File: config.mk
export PLATFORM = sky130hd
export DESIGN_NAME = data_format_string_compiler_core
export DESIGN_NICKNAME = d
export VERILOG_FILES = /design/src/rtl/core/dfsc_pkg.sv /design/src/rtl/core/data_format_string_compiler_core.sv
export VERILOG_INCLUDE_DIRS = /design/src /design/src/rtl/core
export SDC_FILE = /design/constraint.sdc
export NUM_CORES = 1
export LEC_CHECK = 0
export BUFFER_PORTS_ARGS = -buffer_cell sky130_fd_sc_hd__buf_2
export CORE_ASPECT_RATIO = 1.1
export CORE_MARGIN = 4
export CORE_UTILIZATION = 50
export DETAILED_ROUTE_END_ITERATION = 10
export PLACE_DENSITY = 0.81
export SYNTH_ARGS = -nofsm -noshare
export SYNTH_HDL_FRONTEND = slang
export SYNTH_SLANG_ARGS = --single-unit
File: constraint.sdc
create_clock -name clk -period 7.8 [get_ports clk]
set_input_delay 0.78 -clock clk [delete_from_list [all_inputs] [get_ports clk]]
set_output_delay 0.78 -clock clk [all_outputs]
set_load 0.02 [all_outputs]
File: src/rtl/core/data_format_string_compiler_core_defines.svh
// Assertion macros shared by the format string compiler RTL.
// Synthesis builds see empty bodies.
`ifndef DATA_FORMAT_STRING_COMPILER_CORE_DEFINES_SVH
`define DATA_FORMAT_STRING_COMPILER_CORE_DEFINES_SVH

`ifndef SYNTHESIS
// Check on every clock edge outside reset
`define DFSC_ASSERT(label, expr, msg) \
  label: assert property (@(posedge clk) disable iff (rst) expr) else $error(msg);
// Check on every clock edge, reset included
`define DFSC_ASSERT_ALWAYS(label, expr, msg) \
  label: assert property (@(posedge clk) expr) else $error(msg);
`else
`define DFSC_ASSERT(label, expr, msg)
`define DFSC_ASSERT_ALWAYS(label, expr, msg)
`endif

`endif

File: src/rtl/core/dfsc_pkg.sv
`timescale 1ns / 1ps

package dfsc_pkg;

  // Configuration register indexes
  localparam logic REG_CAPACITY   = 1'b0;
  localparam logic REG_MAX_REPEAT = 1'b1;

  // Register reset values
  localparam logic [15:0] CAPACITY_RESET   = 16'd1024;
  localparam logic [5:0]  MAX_REPEAT_RESET = 6'd15;

  // Status codes
  localparam logic [3:0] ST_OK         = 4'd0;
  localparam logic [3:0] ST_DIGIT_POS  = 4'd1;
  localparam logic [3:0] ST_REPEAT_BIG = 4'd2;
  localparam logic [3:0] ST_OPEN_POS   = 4'd3;
  localparam logic [3:0] ST_CLOSE_POS  = 4'd4;
  localparam logic [3:0] ST_COMMA_POS  = 4'd5;
  localparam logic [3:0] ST_TYPE_POS   = 4'd6;
  localparam logic [3:0] ST_ILLEGAL    = 4'd7;
  localparam logic [3:0] ST_UNBALANCED = 4'd8;
  localparam logic [3:0] ST_FULL       = 4'd9;

  // Data-length kinds (code bits 15:14)
  localparam logic [1:0] KIND_NONE = 2'd0;
  localparam logic [1:0] KIND_WORD = 2'd1;
  localparam logic [1:0] KIND_HALF = 2'd2;
  localparam logic [1:0] KIND_BYTE = 2'd3;

  // Characters with a meaning of their own
  localparam logic [7:0] CH_SPACE = 8'h20;
  localparam logic [7:0] CH_OPEN  = 8'h28;
  localparam logic [7:0] CH_CLOSE = 8'h29;
  localparam logic [7:0] CH_COMMA = 8'h2C;
  localparam logic [7:0] CH_ZERO  = 8'h30;
  localparam logic [7:0] CH_NINE  = 8'h39;
  localparam logic [7:0] CH_BIG_N = 8'h4E;
  localparam logic [7:0] CH_N     = 8'h6E;
  localparam logic [7:0] CH_M     = 8'h6D;

  // Type code of a type letter, zero for anything else
  function automatic logic [7:0] type_of(input logic [7:0] ch);
    logic [7:0] t;
    case (ch)
      8'h69:   t = 8'd1;   // i
      8'h46:   t = 8'd2;   // F
      8'h61:   t = 8'd3;   // a
      8'h53:   t = 8'd4;   // S
      8'h73:   t = 8'd5;   // s
      8'h43:   t = 8'd6;   // C
      8'h63:   t = 8'd7;   // c
      8'h44:   t = 8'd8;   // D
      8'h4C:   t = 8'd9;   // L
      8'h6C:   t = 8'd10;  // l
      8'h49:   t = 8'd11;  // I
      8'h41:   t = 8'd12;  // A
      default: t = 8'd0;
    endcase
    return t;
  endfunction

endpackage

File: src/rtl/core/data_format_string_compiler_core.sv
`timescale 1ns / 1ps
`include "data_format_string_compiler_core_defines.svh"

// Format string compiler: takes a data-format string one ASCII character per
// transfer (s_tuser marks the first character and clears all parse state,
// s_tlast marks the final one and triggers the group balance check) and
// returns exactly one result per character: the 16-bit format code it
// produced, if any, with the sticky status, the running code count and a
// done flag. The result of a character is registered; a new character is
// accepted every cycle as long as the result register is empty or being
// drained in the same cycle. The per-character parse is a single level of
// logic over a few small state registers. Configuration (capacity, max
// repeat) must be written through cfg_we/cfg_addr/cfg_wdata only while no
// character is in flight; the block itself does not enforce this.
module data_format_string_compiler_core #(
  parameter int LEVEL_BITS = 8
) (
  input  logic        clk,
  input  logic        rst,
  // Configuration write port
  input  logic        cfg_we,
  input  logic        cfg_addr,
  input  logic [15:0] cfg_wdata,
  // Character input
  input  logic        s_tvalid,
  output logic        s_tready,
  input  logic [7:0]  s_tdata,   // [7:0] char_in
  input  logic [0:0]  s_tuser,   // [0] first
  input  logic        s_tlast,   // last
  // Result output
  output logic        m_tvalid,
  input  logic        m_tready,
  output logic [39:0] m_tdata,   // [15:0] code, [19:16] status, [35:20] code_count
  output logic [1:0]  m_tuser    // [0] code_valid, [1] done_res
);

  // Configuration registers
  logic [15:0] capacity;
  logic [5:0]  max_repeat;

  // Parse state
  logic [6:0]            repeat_acc;  // [6] token closed, [5:0] literal count
  logic [1:0]            data_kind;   // pending N/n/m kind, none when zero
  logic [LEVEL_BITS-1:0] nest_level;
  logic [15:0]           emitted;
  logic [3:0]            error_code;

  logic [6:0]            repeat_acc_next;
  logic [1:0]            data_kind_next;
  logic [LEVEL_BITS-1:0] nest_level_next;
  logic [15:0]           emitted_next;
  logic [3:0]            error_code_next;

  logic [15:0] code_next;
  logic        code_valid_next;
  logic        done_next;

  logic in_xfer;

  assign s_tready = !m_tvalid || m_tready;
  assign in_xfer  = s_tvalid && s_tready;

  // Per-character parse
  always_comb begin
    logic [7:0]            ch;
    logic [6:0]            rep0;
    logic [1:0]            kind0;
    logic [LEVEL_BITS-1:0] lvl0;
    logic [15:0]           emit0;
    logic [3:0]            err0;
    logic                  closed;
    logic [5:0]            cnt;
    logic [5:0]            cnt_lit;
    logic                  full;
    logic [7:0]            kf;
    logic [9:0]            digit_val;
    logic [3:0]            e;

    ch    = s_tdata;
    rep0  = s_tuser[0] ? 7'd0 : repeat_acc;
    kind0 = s_tuser[0] ? dfsc_pkg::KIND_NONE : data_kind;
    lvl0  = s_tuser[0] ? '0 : nest_level;
    emit0 = s_tuser[0] ? 16'd0 : emitted;
    err0  = s_tuser[0] ? dfsc_pkg::ST_OK : error_code;

    closed    = rep0[6];
    cnt       = rep0[5:0];
    cnt_lit   = (cnt > 6'd1) ? cnt : 6'd1;
    full      = emit0 >= capacity;
    kf        = dfsc_pkg::type_of(ch);
    digit_val = {1'b0, cnt, 3'b000} + {3'b000, cnt, 1'b0} + {6'd0, ch[3:0]};
    e         = dfsc_pkg::ST_OK;

    repeat_acc_next = rep0;
    data_kind_next  = kind0;
    nest_level_next = lvl0;
    emitted_next    = emit0;
    error_code_next = err0;
    code_next       = 16'd0;
    code_valid_next = 1'b0;

    if (err0 == dfsc_pkg::ST_OK) begin
      case (ch) inside
        dfsc_pkg::CH_SPACE: begin
        end
        [dfsc_pkg::CH_ZERO:dfsc_pkg::CH_NINE]: begin
          if (closed) begin
            e = dfsc_pkg::ST_DIGIT_POS;
          end else if (digit_val > {4'd0, max_repeat}) begin
            e = dfsc_pkg::ST_REPEAT_BIG;
          end else begin
            repeat_acc_next = {1'b0, digit_val[5:0]};
          end
        end
        dfsc_pkg::CH_OPEN: begin
          if (closed) begin
            e = dfsc_pkg::ST_OPEN_POS;
          end else if (full) begin
            e = dfsc_pkg::ST_FULL;
          end else begin
            code_next       = (kind0 != dfsc_pkg::KIND_NONE) ? {kind0, 14'd0}
                                                             : {2'b00, cnt_lit, 8'd0};
            code_valid_next = 1'b1;
            nest_level_next = lvl0 + {{(LEVEL_BITS-1){1'b0}}, 1'b1};
            data_kind_next  = dfsc_pkg::KIND_NONE;
            repeat_acc_next = 7'd0;
          end
        end
        dfsc_pkg::CH_CLOSE: begin
          if (!closed) begin
            e = dfsc_pkg::ST_CLOSE_POS;
          end else if (full) begin
            e = dfsc_pkg::ST_FULL;
          end else begin
            code_valid_next = 1'b1;
            nest_level_next = lvl0 - {{(LEVEL_BITS-1){1'b0}}, 1'b1};
            repeat_acc_next = 7'h40;
          end
        end
        dfsc_pkg::CH_COMMA: begin
          if (!closed) e = dfsc_pkg::ST_COMMA_POS;
          else repeat_acc_next = 7'd0;
        end
        dfsc_pkg::CH_BIG_N: data_kind_next = dfsc_pkg::KIND_WORD;
        dfsc_pkg::CH_N:     data_kind_next = dfsc_pkg::KIND_HALF;
        dfsc_pkg::CH_M:     data_kind_next = dfsc_pkg::KIND_BYTE;
        default: begin
          if (kf == 8'd0) begin
            e = dfsc_pkg::ST_ILLEGAL;
          end else if (closed) begin
            e = dfsc_pkg::ST_TYPE_POS;
          end else if (full) begin
            e = dfsc_pkg::ST_FULL;
          end else begin
            // data-driven count keeps a literal zero, plain count defaults to one
            code_next       = {kind0, (kind0 != dfsc_pkg::KIND_NONE) ? cnt : cnt_lit, kf};
            code_valid_next = 1'b1;
            data_kind_next  = dfsc_pkg::KIND_NONE;
            repeat_acc_next = 7'h40;
          end
        end
      endcase

      if (code_valid_next) emitted_next = emit0 + 16'd1;
      if (e == dfsc_pkg::ST_OK && s_tlast && nest_level_next != '0) begin
        e = dfsc_pkg::ST_UNBALANCED;
      end
      error_code_next = e;
    end

    done_next = s_tlast || (error_code_next != dfsc_pkg::ST_OK);
  end

  // Configuration registers
  always_ff @(posedge clk) begin
    if (rst) begin
      capacity   <= dfsc_pkg::CAPACITY_RESET;
      max_repeat <= dfsc_pkg::MAX_REPEAT_RESET;
    end else if (cfg_we) begin
      case (cfg_addr)
        dfsc_pkg::REG_CAPACITY:   capacity   <= cfg_wdata;
        dfsc_pkg::REG_MAX_REPEAT: max_repeat <= cfg_wdata[5:0];
        default: ;
      endcase
    end
  end

  // Parse state update on each input transfer
  always_ff @(posedge clk) begin
    if (rst) begin
      repeat_acc <= 7'd0;
      data_kind  <= dfsc_pkg::KIND_NONE;
      nest_level <= '0;
      emitted    <= 16'd0;
      error_code <= dfsc_pkg::ST_OK;
    end else if (in_xfer) begin
      repeat_acc <= repeat_acc_next;
      data_kind  <= data_kind_next;
      nest_level <= nest_level_next;
      emitted    <= emitted_next;
      error_code <= error_code_next;
    end
  end

  // Result register
  always_ff @(posedge clk) begin
    if (rst) begin
      m_tvalid <= 1'b0;
    end else if (in_xfer) begin
      m_tvalid <= 1'b1;
    end else if (m_tready) begin
      m_tvalid <= 1'b0;
    end
  end

  always_ff @(posedge clk) begin
    if (in_xfer) begin
      m_tdata <= {4'd0, emitted_next, error_code_next, code_next};
      m_tuser <= {done_next, code_valid_next};
    end
  end

  // Checks
  `DFSC_ASSERT_ALWAYS(a_reset_empty, rst |=> !m_tvalid, "result valid right after reset")
  `DFSC_ASSERT(a_code_status, m_tvalid && m_tuser[0] |-> m_tdata[19:16] == dfsc_pkg::ST_OK || m_tdata[19:16] == dfsc_pkg::ST_UNBALANCED, "code emitted with token error")
  `DFSC_ASSERT(a_no_code_zero, m_tvalid && !m_tuser[0] |-> m_tdata[15:0] == 16'd0, "code bits set without code_valid")
  `DFSC_ASSERT(a_error_done, m_tvalid && m_tdata[19:16] != dfsc_pkg::ST_OK |-> m_tuser[1], "error without done")
  `DFSC_ASSERT(a_error_sticky, in_xfer && !s_tuser[0] && error_code != dfsc_pkg::ST_OK |=> error_code == $past(error_code) && emitted == $past(emitted), "error state not sticky")

endmodule
# Word-level counts from Yosys, hierarchy flattened

Cells that the tools add are included.

Input port bits: 32
Output and inout bits: 44
Logic and storage cells: 157
Register bits: 98

Order comparisons: 5
Bitwise gates (word level): 2
Multiplexer cells: 97
Equality and inequality tests: 19
Reduce and logical (&&, ||, !) cells: 17
Add/subtract/negate cells: 5

Operators with widths:

| operator                                                       | number |
|---|---|
| 2-to-1 mux 16 bit                                              | 15 |
| equality test 8 x 7 -> 1 bit, second input constant            | 15 |
| 2-to-1 mux 7 bit                                               | 16 |
| 2-to-1 mux 8 bit                                               | 11 |
| 2-to-1 mux 4 bit                                               | 18 |
| case mux 4 bit (12 select lines)                               | 1 |
| 2-to-1 mux 6 bit                                               | 6 |
| equality test 8 x 6 -> 1 bit, second input constant            | 4 |
| 2-to-1 mux 2 bit                                               | 14 |
| adder 16 x 1 -> 16 bit, second input constant                  | 1 |
| >= comparator 16 bit                                           | 1 |
| 2-to-1 mux 1 bit                                               | 15 |
| adder 10 x 4 -> 10 bit                                         | 1 |
| adder 9 x 7 -> 10 bit                                          | 1 |
| greater-than comparator 10 x 6 -> 1 bit                        | 1 |
| adder 8 x 1 -> 8 bit, second input constant                    | 1 |
| >= comparator 8 x 6 -> 1 bit, second input constant            | 1 |
| less-or-equal comparator 8 x 6 -> 1 bit, second input constant | 1 |
| zero test 4 bit                                                | 2 |
| zero test 8 bit                                                | 1 |
| nonzero test 8 bit                                             | 1 |
| subtractor 8 x 1 -> 8 bit, second input constant               | 1 |
| greater-than comparator 6 x 1 -> 1 bit, second input constant  | 1 |
| logical AND 1 bit                                              | 4 |
| other kinds (8)                                                | 12 |

# Depth between registers and ports, before layout

Word-level depth: 21
Depth in mapped cells: 20
Gate-level depth less buffers: 18

# Worst setup path after synthesis

OpenSTA, ideal clock, no wires.

Kind: input to register
Start point: in s_tuser
End point: reg m_tuser[1] (data pin)
Buffers on the path: 4
Cell stages on the path: 20
Setup slack: 2.847 ns
Data arrival time: 4.693 ns
Setup time: 0.260 ns
Required time: 7.540 ns
Cell sequence: clkbuf_1 clkbuf_1 clkbuf_1 buf_1 nor2b_1 ha_1 ha_1 inv_1 fa_1 xnor2_1 ha_1 nand2_1 a21oi_1 a2111oi_0 o2111ai_1 and3_1 a22oi_1 o21ai_0 nor4_1 nand2_1

Longest elaborated chain between the ends: 21
Elaborated cells on any way between the ends: 45
Those cells by class: add/sub: 4; order compare: 2; mux: 32; reduce/logical: 7

RTL lines:

| what                                                                           | RTL line                                | source |
|---|---|---|
| start, declared                                                                | data_format_string_compiler_core.sv:28  | `input logic [0:0] s_tuser,` |
| parallel branches: the longest is 18 deep, another holds adder 9 x 7 -> 10 bit | -                                       |  |
| 2-to-1 mux 4 bit *                                                             | data_format_string_compiler_core.sv:102 | `if (err0 == dfsc_pkg::ST_OK) begin` |
| net error_code_next[1]                                                         | data_format_string_compiler_core.sv:52  | `logic [3:0] error_code_next;` |
| nonzero test 4 bit *                                                           | data_format_string_compiler_core.sv:171 | `done_next = s_tlast \|\| (error_code_next != dfsc_pkg::ST_OK);` |
| logical OR 1 bit *                                                             | data_format_string_compiler_core.sv:171 |  |
| net done_next                                                                  | data_format_string_compiler_core.sv:56  | `logic done_next;` |
| end signal, assigned                                                           | data_format_string_compiler_core.sv:219 | `m_tuser <= {done_next, code_valid_next};` |
| end, declared                                                                  | data_format_string_compiler_core.sv:34  | `output logic [1:0] m_tuser` |

Mark *: on every way through the listed nets, which the timed path passes. The select of a mux whose other input is x is not followed.
A chain may end at the register's enable or synchronous reset.

# Worst setup path after layout

Ends and elaborated chain as after synthesis.

==> results.cfg <==
[sta]
min_period_ps = 4534
relSlewSlack_pct = 32.67
report.final.slew_viol_count = 0
hold_violations = 0
clock_skew_ps = 8.250
period_share_pct = 58.13
setup_viol = 0
fmax_mhz = 220.6
fin_ws_ps = 3266
tns_ps = 0
rsz0062_at_grt = false
worst_pin_slew_ps = 1008

[yosys]
synth.area.top_cells = dfxtp_1, edfxtp_1, ha_1, nand2_1, a21oi_1
synth_xor_area_share_pct = 3.168
synth_largest_area_cell = dfxtp_1
synthArstFlopShare_pct = 0
synth-simple-area-share_pct = 26.72
synthFlopType = dfxtp_1
synth_top_cell_area_share_pct = 19.75
yosysMostFrequentCell = nand2_1
synth_edf_count = 34
seq_area_frac_synth_pct = 36.54
synth_top_family_by_area = simple AND/OR/NAND/NOR gates
netlist_instances = 730
synth.distinct_cells = 76
synth_mux_area_share_pct = 1.173
synthTopCellsByCount = nand2_1, nor2_1, dfxtp_1, a21oi_1, inv_1
ys_warn_count = 0
synth_area_um2 = 6082
synth_compound_area_share_pct = 18.31
postSynthAreaPerCell_um2 = 8.332
synth-adder-area-share_pct = 7.858
ys_ff_latch = 94

[clock_network]
cts_buffers = 9
h-tree-depth = 3
clock_sinks = 94
cts_tree = yes
post-cts-setup-buffers = 0
hold_buffers = 0
clk-insertion-delay-late_ps = 350
clk_path_buf_depth = 2
ctsResizeCount = 0
path_clk_slew_ps = 70
clockRootBuffer = clkbuf_16

[global_routing]
grt_max_degree = 62
antenna_found_initial = 0
track_usage_pct = 22.17
grt_pass1_vias = 5199
grt-ovfl-total = 0
grt_first_pass_wirelength_mm = 25.16

[worst_setup_path]
crit_top_cell = ha_1
critPathCapture = m_tuser[1]
reg2reg_slack_ps = 3880
critPathLaunchType = primary input
cp_cell_sequence = buf_2, buf_4, nor2b_1, ha_1, ha_1, inv_1, fa_1, xnor2_1, ha_1, nand2_1, a21oi_1, a2111oi_0, o2111ai_1, and3_1, a22oi_1, o21ai_0, nor4_1, nand2_1
rr_worst_depth = 14
cp.arrival_ps = 4630
rr_endpoint = m_tuser[1]
critPathMaxStageDelay_ps = 430
critPathMaxFanout = 50
critPathSlowestCell = buf_4
critPathRequiredTime_ps = 7890
reg2reg_from = repeat_acc[2]
critical_path_class = in2reg
cp-startpoint = s_tuser
end_kind = flip-flop

[pwr]
p_clk_share_pct = 39.9
vdd_drop_max_uv = 107.0
p_leak_nw = 2.740
power_density_nw_per_um2 = 174.4
seqPwrFrac_pct = 45.5
internal_power_w = 0.0008575
swShare_pct = 27.62
p_sw_w = 0.0003272
pwr-share-comb_pct = 14.6

[placement]
dp_cells = 916
portBuffers = 67
place.gp.congestion = 0.9460
hpwl_mm = 10.86
place_ws_ps = 3008
dpl_cell_area_um2 = 6466

[route]
wire_per_inst_um = 16.60
viasPerCell = 5.942
firstDrtPassIters = 6
via_count = 5538
drc = 0
drtAntennaViolNets = 0
drt_wl_total_mm = 15.48
initialDrtViolationCount = 437

[layout]
fin_cells = 932
antenna_cells = 0
drive_gt1_share_pct = 13.55
final_util_pct = 58.07
area_growth_pct = 11.66
postLayoutCellArea_um2 = 6792
nets = 846

[job]
maxCapViolCount = 0

[floorplan]
ioPinCount = 76
start_util_pct = 52.00
die_w_um = 113.2
die_y_um = 123.7
die-area_um2 = 14000
rows = 41
coreArea_um2 = 11700

[hold_path]
hold_path.class = reg2reg

[status]
status = complete, no violations
-- power groups by stage --
stage / combinational (W) / sequential (W) / clock [W]
after floorplan: 0.000112 / 0.000561 / 0
after global placement: 0.000168 / 0.000549 / 0
after detailed placement: 0.000170 / 0.000550 / 0
after CTS: 0.000172 / 0.000539 / 0.000478
after global routing: 0.000190 / 0.000541 / 0.000498
final: 0.000173 / 0.000539 / 0.000473
-- stage by stage --
stage,hold slack [ps],total power [W]
2_1_floorplan,435.1,0.0006733
3_3_place_gp,442.5,0.0007166
3_5_place_dp,450.8,0.0007196
4_1_cts,460.4,0.001188
5_1_grt,480.1,0.001229
6_report,457.0,0.001185
-- metal layers --
| metal | track usage, % | share of wire (%) |
|---|---|---|
| met1 | 28.33 | 42 |
| met2 | 36.93 | 47 |
| met4 | 9.391 | 2.6 |
| met5 | 0 | 0 |
| met3 | 4.179 | 7.6 |
-- area by class of cell --
type	count	area [µm²]
Clock buffer	10	250.2
Clock inverter	6	75.07
Fill cell	1046	4905
Inverter	44	165.2
Multi-Input combinational cell	555	3511
Sequential cell	94	2222
Tap cell	150	187.7
Timing Repair Buffer	73	380.4
-- how the worst min path moves through the flow --
stage	startpoint	endpoint	slack, ps	depth (start not counted)
floorplan	nest_level[7]	nest_level[7]	440	2
global placement	capacity[13]	capacity[13]	440	2
detailed placement	capacity[15]	capacity[15]	450	2
CTS	capacity[15]	capacity[15]	460	2
global route	repeat_acc[6]	repeat_acc[6]	480	2
finish	capacity[7]	capacity[7]	460	2
-- sequential cells by signal (all words and copies together), names as in the netlist --
register,flops
nest_level,8
m_tdata,32
m_tvalid,1
capacity,16
m_tuser,2
repeat_acc,7
data_kind,2
error_code,4
emitted,16
max_repeat,6
-- critical path, delay by kind of cell --
family	cells	cell delay [ps]
adders and majority gates	4	1180
xor gates and xnor gates	1	210
AOI/OAI and AO/OA	5	990
and+or+nand+nor	5	870
buffers and inverters	3	580
-- cells by family (layout without fill, tap and decap cells) --
logic type | Yosys count | in the layout
AO/OA/AOI/OAI | 167 | 167
XOR/XNOR | 22 | 22
adder cells (fa/ha/maj) | 37 | 37
buffers and inverters | 88 | 133
flip-flops | 94 | 94
multiplexers | 7 | 7
other | 1 | 8
AND/OR/NAND/NOR | 314 | 314
-- cell usage in the layout (no fill, tap or decap), drive strengths merged, types with 9 or more instances in the layout --
master / n
nand2: 92
nor2: 62
ha: 35
o21ai: 32
a21oi: 51
dfxtp: 60
and3: 9
nor3: 15
clkbuf: 10
buf: 73
nand2b: 9
inv: 44
edfxtp: 34
nor2b: 33
nand4: 11
nand3: 34
o211ai: 9
xnor2: 15
Note: power is estimated with default switching activity, not from simulation.
